<file path="config.mk">
export PLATFORM = sky130hd
export DESIGN_NAME = rle_text_expander
export DESIGN_NICKNAME = d
export VERILOG_FILES = /design/src/design/rle_pkg.sv /design/src/design/rle_plan.sv /design/src/design/rle_emit.sv /design/src/design/rle_text_expander.sv
export SDC_FILE = /design/constraint.sdc
export NUM_CORES = 1
export LEC_CHECK = 0
export BUFFER_PORTS_ARGS = -buffer_cell sky130_fd_sc_hd__buf_4
export CORE_UTILIZATION = 45
export DETAILED_ROUTE_END_ITERATION = 10
export SYNTH_ARGS = -nofsm -noshare
export SYNTH_HDL_FRONTEND = slang
export SYNTH_SLANG_ARGS = --single-unit
export TNS_END_PERCENT = 100
</file>
<file path="constraint.sdc">
create_clock -name i_clk -period 4.47 [get_ports i_clk]
set_clock_uncertainty 0.1 [all_clocks]
set_input_delay 0.6705 -clock i_clk [delete_from_list [all_inputs] [get_ports i_clk]]
set_output_delay 0.6705 -clock i_clk [all_outputs]
set_load 0.1 [all_outputs]
</file>
<file path="src/design/rle_pkg.sv">
// Shared types and constants for the run-length text expander.
package rle_pkg;

    localparam logic [7:0] DIGIT_ZERO   = 8'h30;
    localparam logic [7:0] DIGIT_NINE   = 8'h39;
    localparam logic [7:0] NEWLINE_BYTE = 8'h0a;
    localparam logic [7:0] MARKER_RESET = 8'h40;
    localparam logic [3:0] DIGIT_HIGH   = 4'h3;

    typedef enum logic [2:0] {
        PH_IDLE  = 3'b001,
        PH_DIGIT = 3'b010,
        PH_MARK  = 3'b100
    } t_phase;

    typedef struct packed {
        logic [7:0] in_byte;
        logic       line_end;
    } t_in;

    typedef struct packed {
        logic [7:0] out_byte;
        logic       last_of_run;
    } t_out;

    // Emission plan for one input transfer, drained in field order.
    typedef struct packed {
        logic       dig1_v;
        logic [3:0] dig1;
        logic       plain_v;
        logic [7:0] plain;
        logic [3:0] rep_cnt;
        logic [7:0] rep_byte;
        logic       dig2_v;
        logic [3:0] dig2;
        logic       mark_v;
        logic       nl_v;
    } t_plan;

    function automatic logic plan_pending(input t_plan p);
        return p.dig1_v | p.plain_v | (p.rep_cnt != 4'd0) | p.dig2_v | p.mark_v | p.nl_v;
    endfunction

endpackage

</file>
<file path="src/design/rle_plan.sv">
// Decodes one input byte against the pending state into an emission plan.
module rle_plan (
    input  rle_pkg::t_phase i_phase,
    input  logic [3:0]      i_held,
    input  logic [7:0]      i_marker,
    input  rle_pkg::t_in    i_item,
    output rle_pkg::t_plan  o_plan,
    output rle_pkg::t_phase o_phase,
    output logic [3:0]      o_held
);

    logic is_dig;

    assign is_dig = (i_item.in_byte >= rle_pkg::DIGIT_ZERO) &&
                    (i_item.in_byte <= rle_pkg::DIGIT_NINE);

    always_comb begin
        o_plan  = '0;
        o_phase = rle_pkg::PH_IDLE;
        o_held  = 4'd0;
        case (i_phase)
            rle_pkg::PH_DIGIT: begin
                if (i_item.in_byte == i_marker) begin
                    o_phase = rle_pkg::PH_MARK;
                    o_held  = i_held;
                end else begin
                    o_plan.dig1_v = 1'b1;
                    o_plan.dig1   = i_held;
                    if (is_dig) begin
                        o_phase = rle_pkg::PH_DIGIT;
                        o_held  = i_item.in_byte[3:0];
                    end else begin
                        o_plan.plain_v = 1'b1;
                        o_plan.plain   = i_item.in_byte;
                    end
                end
            end
            rle_pkg::PH_MARK: begin
                o_plan.rep_cnt  = i_held;
                o_plan.rep_byte = i_item.in_byte;
            end
            default: begin
                if (is_dig) begin
                    o_phase = rle_pkg::PH_DIGIT;
                    o_held  = i_item.in_byte[3:0];
                end else begin
                    o_plan.plain_v = 1'b1;
                    o_plan.plain   = i_item.in_byte;
                end
            end
        endcase
        if (i_item.line_end) begin
            if (o_phase != rle_pkg::PH_IDLE) begin
                o_plan.dig2_v = 1'b1;
                o_plan.dig2   = o_held;
            end
            o_plan.mark_v = (o_phase == rle_pkg::PH_MARK);
            o_plan.nl_v   = 1'b1;
            o_phase       = rle_pkg::PH_IDLE;
            o_held        = 4'd0;
        end
    end

endmodule

</file>
<file path="src/design/rle_emit.sv">
// Sequencer that drains an emission plan one byte per cycle, while the output is not stalled, into the output register.
module rle_emit (
    input  logic           i_clk,
    input  logic           i_rst_n,
    input  logic           i_load,
    input  rle_pkg::t_plan i_plan,
    input  logic [7:0]     i_marker,
    output logic           o_busy,
    output logic           o_out_valid,
    input  logic           i_out_ready,
    output rle_pkg::t_out  o_out_data
);

    rle_pkg::t_plan r_plan, n_plan, w_step;
    logic           r_out_valid;
    rle_pkg::t_out  r_out;
    logic [7:0]     w_byte;
    logic           w_free;

    assign o_busy      = rle_pkg::plan_pending(r_plan);
    assign w_free      = !r_out_valid || i_out_ready;
    assign o_out_valid = r_out_valid;
    assign o_out_data  = r_out;

    always_comb begin
        w_step = r_plan;
        w_byte = rle_pkg::NEWLINE_BYTE;
        if (r_plan.dig1_v) begin
            w_step.dig1_v = 1'b0;
            w_byte        = {rle_pkg::DIGIT_HIGH, r_plan.dig1};
        end else if (r_plan.plain_v) begin
            w_step.plain_v = 1'b0;
            w_byte         = r_plan.plain;
        end else if (r_plan.rep_cnt != 4'd0) begin
            w_step.rep_cnt = r_plan.rep_cnt - 4'd1;
            w_byte         = r_plan.rep_byte;
        end else if (r_plan.dig2_v) begin
            w_step.dig2_v = 1'b0;
            w_byte        = {rle_pkg::DIGIT_HIGH, r_plan.dig2};
        end else if (r_plan.mark_v) begin
            w_step.mark_v = 1'b0;
            w_byte        = i_marker;
        end else begin
            w_step.nl_v = 1'b0;
        end
    end

    always_comb begin
        n_plan = r_plan;
        if (i_load) begin
            n_plan = i_plan;
        end else if (o_busy && w_free) begin
            n_plan = w_step;
        end
    end

    always_ff @(posedge i_clk) begin
        if (!i_rst_n) begin
            r_plan      <= '0;
            r_out_valid <= 1'b0;
        end else begin
            r_plan <= n_plan;
            if (o_busy && w_free) begin
                r_out_valid <= 1'b1;
            end else if (i_out_ready) begin
                r_out_valid <= 1'b0;
            end
        end
    end

    always_ff @(posedge i_clk) begin
        if (o_busy && w_free) begin
            r_out.out_byte    <= w_byte;
            r_out.last_of_run <= !rle_pkg::plan_pending(w_step);
        end
    end

endmodule

</file>
<file path="src/design/rle_text_expander.sv">
// Run-length text expander: a digit, the marker byte and a payload byte expand
// to that many payload copies; a line end flushes pending bytes and adds a newline.
// Each input transfer is decoded combinationally into a short emission plan, which a
// sequencer drains one output byte per cycle, while the output is not stalled,
// through the output register; the input is not ready until the plan is drained,
// so an output stall also holds the input back.
// The user must write the marker through the configuration port only while the
// block is idle; the block itself does not enforce this. It resets to '@'.
module rle_text_expander (
    input  logic          i_clk,
    input  logic          i_rst_n,
    input  logic          i_cfg_we,
    input  logic [7:0]    i_cfg_data,
    input  logic          i_in_valid,
    output logic          o_in_ready,
    input  rle_pkg::t_in  i_in_data,
    output logic          o_out_valid,
    input  logic          i_out_ready,
    output rle_pkg::t_out o_out_data
);

    rle_pkg::t_phase r_phase;
    logic [3:0]      r_held;
    logic [7:0]      r_marker;
    rle_pkg::t_phase w_phase;
    logic [3:0]      w_held;
    rle_pkg::t_plan  w_plan;
    logic            w_busy;
    logic            w_accept;

    assign o_in_ready = !w_busy;
    assign w_accept   = i_in_valid && o_in_ready;

    rle_plan u_plan (
        .i_phase  (r_phase),
        .i_held   (r_held),
        .i_marker (r_marker),
        .i_item   (i_in_data),
        .o_plan   (w_plan),
        .o_phase  (w_phase),
        .o_held   (w_held)
    );

    rle_emit u_emit (
        .i_clk       (i_clk),
        .i_rst_n     (i_rst_n),
        .i_load      (w_accept),
        .i_plan      (w_plan),
        .i_marker    (r_marker),
        .o_busy      (w_busy),
        .o_out_valid (o_out_valid),
        .i_out_ready (i_out_ready),
        .o_out_data  (o_out_data)
    );

    always_ff @(posedge i_clk) begin
        if (!i_rst_n) begin
            r_phase  <= rle_pkg::PH_IDLE;
            r_held   <= 4'd0;
            r_marker <= rle_pkg::MARKER_RESET;
        end else begin
            if (w_accept) begin
                r_phase <= w_phase;
                r_held  <= w_held;
            end
            if (i_cfg_we) begin
                r_marker <= i_cfg_data;
            end
        end
    end

endmodule
</file>
-- Word level (Yosys, flattened, before mapping)
Index checks and enable logic that the tools add are counted.
- register bits: 58
- word-level logic and storage cells: 81
- input bits: 22
- output and inout port bits: 11
- reduce and logical (&&, ||, !) cells: 11
- equal/unequal tests: 5
- bitwise operators: 9
- add/subtract/negate cells: 1
- muxes and demuxes: 36
- $lt $le $gt $ge: 2
- operators by type and width (operator ; number):
    $mux W33 ; 2
    $mux W8 ; 4
    $mux W4 ; 7
    $pmux W9 S2 ; 1
    $mux W14 ; 1
    $mux W12 ; 1
    $mux W2 ; 5
    $mux W5 ; 2
    $mux W9 ; 1
    $or A1 B1 Y1 ; 9
    $eq A8 B8 Y1 ; 1
    $ge A8 B6 Y1 const B ; 1
    $le A8 B6 Y1 const B ; 1
    $pmux W4 S2 ; 1
    $reduce_bool A4 Y1 ; 2
    $mux W1 ; 7
    $mux W7 ; 1
    $eq A3 B3 Y1 const B ; 2
    $mux W3 ; 2
    $pmux W3 S2 ; 1
    $reduce_bool A2 Y1 ; 2
    $sub A4 B1 Y4 const B ; 1
    $eq A3 B2 Y1 const B ; 1
    $logic_and A1 B1 Y1 ; 3
    other kinds (3) ; 5

-- Depth between registers and ports, before layout
Gate-level depths: netlist of run 1.
- word-level depth: 10
- depth in mapped cells: 9
- depth with buffers taken out: 7

-- Hierarchy
From an unflattened synthesis of run 1, not the netlist that was laid out.
- cells, all modules: 356
- area, all modules: 3258.1 um^2
- by module, submodules not included (module ; seq. area each (um^2) ; cells an instance ; instances ; area each (um^2)):
    rle_emit ; 950.9 ; 211 ; 1 ; 2110.8
    rle_text_expander ; 300.3 ; 58 ; 1 ; 598.1
    rle_plan ; 0.0 ; 87 ; 1 ; 549.3

-- Least setup slack after synthesis of run 1
No wires, ideal clock.
- path type: register to register
- from: register u_emit.r_plan[15] in the netlist's numbering
- to: register r_held[0]
- path slack: 2.088 ns
- period minus slack after synthesis: 2.382 ns
- data required time: 4.310 ns
- setup time: 0.060 ns
- stages on the path, launching flop included: 7
- path buffers: 0
- data arrival time: 2.222 ns
- path through: dfxtp_1 > inv_1 > ha_1 > and4b_1 > nand2_2 > nor4b_4 > a22o_1
- cells in the longest elaborated chain, start to end: 7
- ends and longest elaborated chain (what ; RTL line ; source):
    start, declared ; rle_emit.sv:14 ; rle_pkg::t_plan r_plan, n_plan, w_step;
    start signal, assigned ; rle_emit.sv:62 ; r_plan <= n_plan;
    $reduce_bool A4 Y1 ; rle_pkg.sv:41 ; return p.dig1_v | p.plain_v | (p.rep_cnt != 4'd0) | p.dig2_v | p.mark_v | p.nl_v;
    $or A1 B1 Y1 (4 in a row) ; rle_pkg.sv:41 ;
    $logic_not A1 Y1 ; rle_text_expander.sv:31 ; assign o_in_ready = !w_busy;
    net o_in_ready ; rle_text_expander.sv:15 ; output logic o_in_ready,
    $logic_and A1 B1 Y1 ; rle_text_expander.sv:32 ; assign w_accept = i_in_valid && o_in_ready;
    end signal, assigned ; rle_text_expander.sv:64 ; r_held <= w_held;
    end, declared ; rle_text_expander.sv:23 ; logic [3:0] r_held;
The timed path passes the listed nets, and every way through them passes these cells.
A chain may end at the register's enable or synchronous reset.

-- Worst setup path in the final report of run 1
- from: register u_emit.r_plan[27] in the netlist's numbering
- to: register u_emit.r_plan[31] in the netlist's numbering
- cells in the longest elaborated chain, start to end: 8
- ends and longest elaborated chain (what ; RTL line ; source):
    $or A1 B1 Y1 * (5 in a row) ; rle_pkg.sv:41 ;
    $logic_not A1 Y1 * ; rle_text_expander.sv:31 ;
    $logic_and A1 B1 Y1 * ; rle_text_expander.sv:32 ;
    $mux W33 ; rle_emit.sv:50 ; if (i_load) begin
Every way passes the cells marked *; elsewhere a longest branch is shown, timed or not.

==> results of run 1 <==
==> final cells by class <==
cell class	count	area [µm²]	share of cell area
Clock buffer	11	131.4	0.03896
Tap cell	77	96.34	0.02857
Sequential cell	58	1251	0.3711
Multi-Input combinational cell	226	1540	0.4568
Inverter	7	26.28	0.007792
Timing Repair Buffer	33	247.7	0.07347
Clock inverter	5	78.83	0.02338
==> layer usage <==
| layer | vias to the layer above | track usage | wire length, µm | part of all wire |
|---|---|---|---|---|
| met1 | 1125 | 0.3045 | 3445 | 0.48 |
| met3 | 6 | 0.05964 | 390 | 0.054 |
| met5 | - | 0 | 0 | 0 |
| met2 | 72 | 0.3398 | 3266 | 0.46 |
| li1 | 1180 | - | - | - |
| met4 | 0 | 0.07837 | 76 | 0.011 |
==> cell usage in the layout (no fill, tap or decap), drive strengths merged, types with 7 or more instances in the layout <==
cell type  Yosys  layout
nand2         39      39
nand3         19      19
xor2           8       8
nor2          20      20
a21boi        19      19
inv            7       7
a21oi          7       7
o21ai         13      13
a22o          10      10
clkbuf         9      11
buf           13      33
dfxtp         49      49
mux2i         17      17
edfxtp         9       9
nor2b         11      11
==> flip-flops by register name, indices dropped and copies added (netlist names) <==
name and flops:
r_held 4, r_phase 3, u_emit.r_plan 33, u_emit.o_out_data 9
u_emit.o_out_valid 1, r_marker 8
==> power breakdown <==
part | total [W] | switching [W] | internal [W] | leakage (nW)
registers | 0.000563 | 0.0000150 | 0.000548 | 0.485
clock network | 0.000520 | 0.000208 | 0.000312 | 0.0972
logic | 0.000164 | 0.000112 | 0.0000524 | 0.765
==> cells by family after synthesis <==
logic type               Yosys count
flip-flops                        58
AND/OR/NAND/NOR                  123
XOR/XNOR                           8
AO/OA/AOI/OAI                     77
adder cells (fa/ha/maj)            1
buffers and inverters             29
multiplexers                      17
==> worst max path at each step <==
stage / depth (start not counted) / slack (ns) / endpoint
2_1_floorplan: 6 / 2.09 / r_held[0]
3_3_place_gp: 5 / 1.65 / u_emit.r_plan[29]
3_5_place_dp: 5 / 1.60 / u_emit.r_plan[31]
4_1_cts: 5 / 1.58 / u_emit.r_plan[31]
5_1_grt: 5 / 1.28 / u_emit.r_plan[31]
6_report: 5 / 1.51 / u_emit.r_plan[31]
==> metrics by stage <==
stage | worst slack, ns | utilization | total power (W) | hold slack [ns] | instances
finish | 1.514 | 0.5310 | 0.001247 | 0.3524 | 417
global placement | 1.647 | 0.4979 | 0.0007391 | 0.3411 | 401
detailed placement | 1.595 | 0.4979 | 0.0007388 | 0.3454 | 401
global route | 1.284 | 0.5310 | 0.001295 | 0.3695 | 417
CTS | 1.582 | 0.5310 | 0.001256 | 0.3551 | 417
floorplan | 2.088 | - | 0.0006925 | 0.3259 | 313
==> worst max-delay path: stages (launching register included) <==
cell and delay (ns):
dfxtp_1 0.56, nor2_1 0.70, nand4_2 0.74, a211oi_4 0.53, nand2_1 0.09, a21boi_1 0.15
==> flow_metrics.env, run 1 <==
export IMPL_clk_latency_ns=0.35
export IMPL_grt_usage=0.2229
export IMPL_start_util=0.4650
export IMPL_cp_startpoint="u_emit.r_plan[27]"
export IMPL_synth_area_top_cells="dfxtp_1 (33%), edfxtp_1 (9.2%), mux2i_1 (5.8%), nand2_1 (4.8%), nand3_1 (3.2%)"
export IMPL_grt_pass1_vias=2187
export IMPL_period_minus_slack_ns=2.956
export IMPL_synth_compound_area_frac=0.1945
export IMPL_crit_required_ns=4.65
export IMPL_clkSinkCount=58
export IMPL_power_density_nw_per_um2=369.9
export IMPL_r2r_slack_ns=1.51
export IMPL_hold_class="register to register"
export IMPL_hold_viol=0
export IMPL_drc=0
export IMPL_rsz0062_at_grt="false"
export IMPL_startpoint_type="register"
export IMPL_nFillCells=579
export IMPL_synth_most_common_cell="dfxtp_1"
export IMPL_synth_top_family_by_area="simple AND/OR/NAND/NOR gates"
export IMPL_die_area_um2=6890
export IMPL_whs_path_depth=2
export IMPL_fin_nets=358
export IMPL_wl_per_cell_um=17.21
export IMPL_power_leakage_nw=1.347
export IMPL_area_growth_pct=14.19
export IMPL_vias_per_cell=5.715
export IMPL_fp_dieH_um=83.01
export IMPL_synth_area_leader_cell="dfxtp_1"
export IMPL_worstMarginPinSlew_ns=0.8250
export IMPL_hold_start="u_emit.r_plan[29]"
export IMPL_diodes=0
export IMPL_syn_num_nets=336
export IMPL_syn_area_um2=2953
export IMPL_route_antenna_remaining_nets=0
export IMPL_layout_drive_gt1_share=0.1853
export IMPL_cts_setup_buffers=0
export IMPL_hold_buffers=0
export IMPL_outcome="completed"
export IMPL_clock_path_buffers=2
export IMPL_cts_resized=0
export IMPL_setup_violations=0
export IMPL_slew_headroom=0.4476
export IMPL_place_area_um2=3162
export IMPL_path_max_fanout=21
export IMPL_clockRootBuffer="clkbuf_8"
export IMPL_rr_startpoint="u_emit.r_plan[27]"
export IMPL_design_area_um2=3372
export IMPL_dr_total_vias=2383
export IMPL_arrival_ns=3.13
export IMPL_vdd_drop_max_mv=0.2982
export IMPL_synth_async_reset_ratio=0
export IMPL_portBuffers=32
export IMPL_reg2reg_to="u_emit.r_plan[31]"
export IMPL_ys_types=55
export IMPL_synth_edff_count=9
export IMPL_drv_cap=0
export IMPL_routed_wl_mm=7.178
export IMPL_synthSimpleGateAreaFrac=0.2415
export IMPL_grt_pass1_wl_mm=11.75
export IMPL_cts_made_buffers=9
export IMPL_crit_path_end_kind="register"
export IMPL_grt_max_degree=39
export IMPL_avgSynthCellArea_um2=9.434
export IMPL_antenna_found_initial=0
export IMPL_cts_tree="done"
export IMPL_cts_htree_levels=3
export IMPL_yosys_warnings=0
export IMPL_num_rows=29
export IMPL_overflow=0
export IMPL_clk_pin_slew_ns=0.06
export IMPL_synth_cells=313
export IMPL_synth_top_area_frac=0.3322
export IMPL_synth_seq_cells=58
export IMPL_dpl_hpwl_mm=5.038
export IMPL_period_share=0.6612
export IMPL_ys_seq_area_frac=0.4237
export IMPL_die_width_um=83.01
export IMPL_synthMuxAreaShare=0.05763
export IMPL_hold_end="u_emit.r_plan[29]"
export IMPL_critPathKind="register to register"
export IMPL_drt_pass1_iterations=4
export IMPL_core_um2=6350
export IMPL_gp_congestion=0.8284
export IMPL_drv_slew=0
export IMPL_reg2regPathDepth=5
export IMPL_tns_ns=0
export IMPL_netlist_top_cells_count="dfxtp_1 (49), nand2_1 (38), nand3_1 (19), nor2_1 (19), mux2i_1 (17)"
export IMPL_drt_iter0_drc=145
export IMPL_fmax_mhz=338.3
export IMPL_ios=33
export IMPL_ys_flop_type="dfxtp_1"
export IMPL_synthXorXnorAreaFrac=0.02373
export IMPL_synth_adder_area_share=0.004237
Power figures use the tool's default switching activity.
==> run 2: changes to the inputs <==
==> constraint.sdc (replaced) <==
create_clock -name i_clk -period 3.1 [get_ports i_clk]
set_clock_uncertainty 0.1 [all_clocks]
set_input_delay 0.465 -clock i_clk [delete_from_list [all_inputs] [get_ports i_clk]]
set_output_delay 0.465 -clock i_clk [all_outputs]
set_load 0.1 [all_outputs]
==> run 2 against run 1 <==
Effect of this change: combinational power increased by 52%; critical path depth increased by 2; cell count increased by 1.2%; die area unchanged; sequential power increased by 43%; first-iteration DRC count increased by 15%; critical endpoint is now r_held[0].
==> flow_metrics.env, run 2 (synthesized netlist as in run 1, its figures left out) <==
export IMPL_gp_congestion=0.8788
export IMPL_grt_pass1_wl_mm=12.23
export IMPL_setup_violations=0
export IMPL_post_route_util=0.5344
export IMPL_num_rows=29
export IMPL_vias_per_cell=5.754
export IMPL_cts_made_buffers=9
export IMPL_mostFrequentLayoutCells="dfxtp_1 (49), nand2_1 (38), buf_4 (38), nor2_1 (19), nand3_1 (19)"
export IMPL_critPathKind="register to register"
export IMPL_portBuffers=32
export IMPL_drt_iter0_drc=167
export IMPL_antenna_found_initial=0
export IMPL_worstMarginPinSlew_ns=0.8975
export IMPL_rr_startpoint="u_emit.r_plan[15]"
export IMPL_drt_pass1_iterations=4
export IMPL_cts_htree_levels=3
export IMPL_power_density_nw_per_um2=515.1
export IMPL_tns_ns=0
export IMPL_dr_total_vias=2428
export IMPL_cts_tree="done"
export IMPL_drc=0
export IMPL_largest_register_ffs=33
export IMPL_grt_pass1_vias=2330
export IMPL_wl_met3_um=419
export IMPL_slew_headroom=0.4004
export IMPL_fmax_mhz=392.4
export IMPL_path_max_fanout=12
export IMPL_period_share=0.8220
export IMPL_routed_wl_mm=7.347
export IMPL_clock_path_buffers=2
export IMPL_period_minus_slack_ns=2.548
export IMPL_dpl_hpwl_mm=5.115
export IMPL_clk_pin_slew_ns=0.08
export IMPL_hold_class="input pin to register"
export IMPL_hold_viol=0
export IMPL_route_antenna_remaining_nets=0
export IMPL_drv_cap=0
export IMPL_final_common_cell="dfxtp_1"
export IMPL_die_width_um=83.01
export IMPL_cts_setup_buffers=0
export IMPL_clockRootBuffer="clkbuf_8"
export IMPL_vdd_drop_max_mv=0.2810
export IMPL_met2WireLength_mm=3.407
export IMPL_cp_startpoint="u_emit.r_plan[15]"
export IMPL_clk_latency_ns=0.35
export IMPL_fin_nets=363
export IMPL_hold_start="i_cfg_data[6]"
export IMPL_crit_required_ns=3.29
export IMPL_diodes=0
export IMPL_whs_ns=0.2442
export IMPL_largest_register="u_emit.r_plan"
export IMPL_outcome="completed"
export IMPL_drv_slew=0
export IMPL_core_um2=6350
export IMPL_area_growth_pct=14.92
export IMPL_wl_met1_mm=3.369
export IMPL_grt_usage=0.2306
export IMPL_hold_buffers=0
export IMPL_wl_per_cell_um=17.41
export IMPL_clkSinkCount=58
export IMPL_crit_path_end_kind="register"
export IMPL_top_layer_used="met4"
export IMPL_nFillCells=568
export IMPL_cts_resized=0
export IMPL_fp_dieH_um=83.01
export IMPL_rsz0062_at_grt="false"
export IMPL_power_leakage_nw=1.363
export IMPL_arrival_ns=2.73
export IMPL_startpoint_type="register"
export IMPL_start_util=0.4650
export IMPL_overflow=0
export IMPL_die_area_um2=6890
export IMPL_ios=33
export IMPL_layout_drive_gt1_share=0.2029
export IMPL_grt_max_degree=39
## run 2: layer usage
| metal | vias up | track usage |
|---|---|---|
| li1 | 1180 | - |
| met1 | 1169 | 0.3076 |
| met2 | 65 | 0.3621 |
| met3 | 14 | 0.04274 |
| met4 | 0 | 0.1066 |
| met5 | - | 0 |
## run 2: worst paths after layout
| path | end | cells past startpoint | slack [ns] |
|---|---|---|---|
| max | r_held[0] | 7 | 0.55 |
| min | r_marker[6] | 3 | 0.24 |
| max reg2reg | r_held[0] | 7 | 0.55 |
| min reg2reg | u_emit.r_plan[30] | 2 | 0.35 |
## run 2: worst max-delay path, cell delays in order (launching register included)
cell and delay (ns):
dfxtp_1 0.43, inv_1 0.09, ha_1 0.29, nor4b_1 0.17, and4_1 0.24, nor2b_1 0.70, o21bai_4 0.29, a22o_1 0.17
## run 2: through the flow
step | instances | power (W) | setup WS [ns] | instance area, µm²
6_report | 422 | 0.001748 | 0.5517 | 3393
5_1_grt | 422 | 0.001812 | 0.4236 | 3393
4_1_cts | 422 | 0.001757 | 0.5834 | 3393
3_5_place_dp | 406 | 0.001071 | 0.5493 | 3199
3_3_place_gp | 406 | 0.001071 | 0.5835 | 3199
2_1_floorplan | 313 | 0.0009985 | 0.7185 | 2953
## run 2: final cells by class
class / instances / area [µm²] / area share
Multi-Input combinational cell: 226 / 1540 / 0.4539
Sequential cell: 58 / 1251 / 0.3687
Timing Repair Buffer: 38 / 285.3 / 0.08407
Clock buffer: 9 / 123.9 / 0.03650
Tap cell: 77 / 96.34 / 0.02839
Clock inverter: 7 / 70.07 / 0.02065
Inverter: 7 / 26.28 / 0.007743
## run 2: where the power goes
group / total, W / internal [W] / switching (W)
clock network: 0.000693 / 0.000367 / 0.000326
logic: 0.000249 / 0.0000814 / 0.000168
registers: 0.000805 / 0.000789 / 0.0000159
==> run 3: changes to the inputs <==
--- a/config.mk
+++ b/config.mk
@@ -5,6 +5,7 @@
 export SDC_FILE = /design/constraint.sdc
 export NUM_CORES = 1
 export LEC_CHECK = 0
+export ABC_AREA = 1
 export BUFFER_PORTS_ARGS = -buffer_cell sky130_fd_sc_hd__buf_4
 export CORE_UTILIZATION = 45
 export DETAILED_ROUTE_END_ITERATION = 10
==> constraint.sdc (replaced) <==
create_clock -name i_clk -period 2.4 [get_ports i_clk]
set_clock_uncertainty 0.1 [all_clocks]
set_input_delay 0.36 -clock i_clk [delete_from_list [all_inputs] [get_ports i_clk]]
set_output_delay 0.36 -clock i_clk [all_outputs]
set_load 0.1 [all_outputs]
==> run 3 against run 2 <==
Effect of this change: via count grew 6.5%; hold slack lost 0.097 ns; core utilization grew 2.0 points; die area shrank 6.9%; largest power group is now combinational logic.
==> flow_metrics.env, run 3 <==
export IMPL_clockRootBuffer="clkbuf_8"
export IMPL_route_antenna_remaining_nets=0
export IMPL_num_rows=28
export IMPL_synth_most_common_cell="nand2_1"
export IMPL_cts_resized=0
export IMPL_clkSinkCount=58
export IMPL_vias_per_cell=5.160
export IMPL_syn_area_um2=2745
export IMPL_cts_htree_levels=3
export IMPL_synth_async_reset_ratio=0
export IMPL_synth_area_leader_cell="dfxtp_1"
export IMPL_whs_path_depth=3
export IMPL_largest_register="u_emit.r_plan"
export IMPL_vdd_drop_max_mv=1.054
export IMPL_core_um2=5886
export IMPL_area_growth_pct=18.78
export IMPL_crit_path_end_kind="output pin"
export IMPL_clk_latency_ns=0.34
export IMPL_clk_pin_slew_ns=0.07
export IMPL_clock_path_buffers=2
export IMPL_syn_num_nets=408
export IMPL_crit_required_ns=1.94
export IMPL_synth_area_top_cells="dfxtp_1 (36%), nand2_1 (15%), edfxtp_1 (9.8%), a21oi_1 (6.7%), nor2_1 (6.0%)"
export IMPL_crit_chain="inv_1 -> ha_2 -> nand3_2 -> nor2_2 -> nand2_1 -> nor2_4 -> nand2_1 -> inv_1 -> buf_12"
export IMPL_grt_max_degree=29
export IMPL_drt_pass1_iterations=4
export IMPL_design_area_um2=3261
export IMPL_final_common_cell="nand2_1"
export IMPL_hold_buffers=0
export IMPL_outcome="completed"
export IMPL_synth_top_area_frac=0.3573
export IMPL_fmax_mhz=439.9
export IMPL_cts_tree="done"
export IMPL_hold_class="input pin to register"
export IMPL_drt_iter0_drc=144
export IMPL_routed_wl_mm=7.277
export IMPL_dr_total_vias=2585
export IMPL_ios=33
export IMPL_dpl_hpwl_mm=5.314
export IMPL_ys_seq_area_frac=0.4558
export IMPL_startpoint_type="register"
export IMPL_critPathKind="register to output pin"
export IMPL_die_area_um2=6417
export IMPL_fp_dieH_um=80.11
export IMPL_arrival_ns=1.81
export IMPL_whs_ns=0.1470
export IMPL_synth_cells=385
export IMPL_period_minus_slack_ns=2.273
export IMPL_setup_violations=0
export IMPL_start_util=0.4664
export IMPL_drv_slew=0
export IMPL_avgSynthCellArea_um2=7.130
export IMPL_r2r_slack_ns=0.23
export IMPL_place_area_um2=3070
export IMPL_antenna_found_initial=0
export IMPL_reg2reg_to="u_emit.r_plan[15]"
export IMPL_hold_viol=0
export IMPL_mostFrequentLayoutCells="nand2_1 (112), dfxtp_1 (49), nor2_1 (43)"
export IMPL_overflow=0
export IMPL_fin_nets=444
export IMPL_layout_drive_gt1_share=0.1502
export IMPL_die_width_um=80.11
export IMPL_grt_pass1_vias=2362
export IMPL_power_density_nw_per_um2=1228
export IMPL_yosys_warnings=0
export IMPL_drv_cap=0
export IMPL_crit_slowest_cell="dfxtp_1"
export IMPL_worstMarginPinSlew_ns=0.5120
export IMPL_worst_path_buf_inv=3
export IMPL_rr_startpoint="u_emit.r_plan[15]"
export IMPL_grt_pass1_wl_mm=11.59
export IMPL_cts_made_buffers=9
export IMPL_grt_usage=0.2443
export IMPL_ys_types=32
export IMPL_reg2regPathDepth=13
export IMPL_cts_setup_buffers=0
export IMPL_slew_headroom=0.6564
export IMPL_hold_end="r_marker[6]"
export IMPL_worst_path_dominant_cell_family="simple AND/OR/NAND/NOR gates"
export IMPL_synth_seq_cells=58
export IMPL_largest_register_ffs=33
export IMPL_power_leakage_nw=1.416
export IMPL_gp_congestion=0.8409
export IMPL_drc=0
export IMPL_netlist_top_cells_count="nand2_1 (112), dfxtp_1 (49), nor2_1 (44)"
export IMPL_diodes=0
export IMPL_portBuffers=32
export IMPL_hold_start="i_cfg_data[6]"
export IMPL_wl_per_cell_um=14.52
export IMPL_path_max_fanout=4
export IMPL_cpPeakStageDelay_ns=0.35
export IMPL_period_share=0.9473
export IMPL_synth_edff_count=9
export IMPL_ys_flop_type="dfxtp_1"
==> run 3: cells by family (layout without fill, tap and decap cells) <==
logic type      count (synthesis)  after routing  synth area share
compound gates                 73             73            0.1509
fa+ha+maj                       1              1          0.004557
flops                          58             58            0.4558
xor+xnor                        6              6           0.01914
buf+inv                        53             94           0.07429
simple gates                  194            194            0.2953
==> run 3: power by group <==
| part | switching, W | internal, W |
|---|---|---|
| clock | 0.000406 | 0.000371 |
| combinational | 0.00143 | 0.000477 |
| sequential | 0.000118 | 0.00120 |
==> run 3: worst max-delay path by stage <==
stage                                 start                end  slack, ns  cells past startpoint
after global placement    u_emit.r_plan[15]  u_emit.r_plan[16]       0.27                     13
after floorplan           u_emit.r_plan[15]         o_in_ready       0.27                      8
after global routing      u_emit.r_plan[15]         o_in_ready     -0.001                      9
after CTS                 u_emit.r_plan[15]         o_in_ready      0.009                      9
final                     u_emit.r_plan[15]         o_in_ready       0.13                      9
after detailed placement  u_emit.r_plan[15]  u_emit.r_plan[15]       0.23                     13
==> run 3: per-layer routing <==
layer | wire (µm) | part of all wire | global-route usage
met1 | 3647 | 0.50 | 0.3395
met2 | 3184 | 0.44 | 0.3692
met3 | 351 | 0.048 | 0.04545
met4 | 93 | 0.013 | 0.1036
met5 | 0 | 0 | 0
==> run 3: layout make-up <==
type                            count  area (µm²)
Sequential cell                    58        1251
Fill cell                         606        2625
Clock buffer                        9       123.9
Multi-Input combinational cell    274        1300
Tap cell                           75       93.84
Timing Repair Buffer               38       297.8
Inverter                           40       150.1
Clock inverter                      7       43.79
==> run 3: worst min-delay path, delay by kind of cell <==
kind,cells,cell delay (ns)
and+or+nand+nor,2,0.11
buffers and inverters,1,0.08
==> run 3: stage by stage <==
| step | setup slack (ns) | utilization | std cells | setup TNS (ns) | total power, W |
|---|---|---|---|---|---|
| finish | 0.1265 | 0.5540 | 501 | 0 | 0.004004 |
| CTS | 0.008943 | 0.5502 | 501 | 0 | 0.003965 |
| global route | -0.001424 | 0.5540 | 501 | -0.001424 | 0.004229 |
| floorplan | 0.2748 | - | 385 | 0 | 0.002751 |
| detailed placement | 0.2271 | 0.5217 | 485 | 0 | 0.003187 |
| global placement | 0.2668 | 0.5217 | 485 | 0 | 0.003172 |
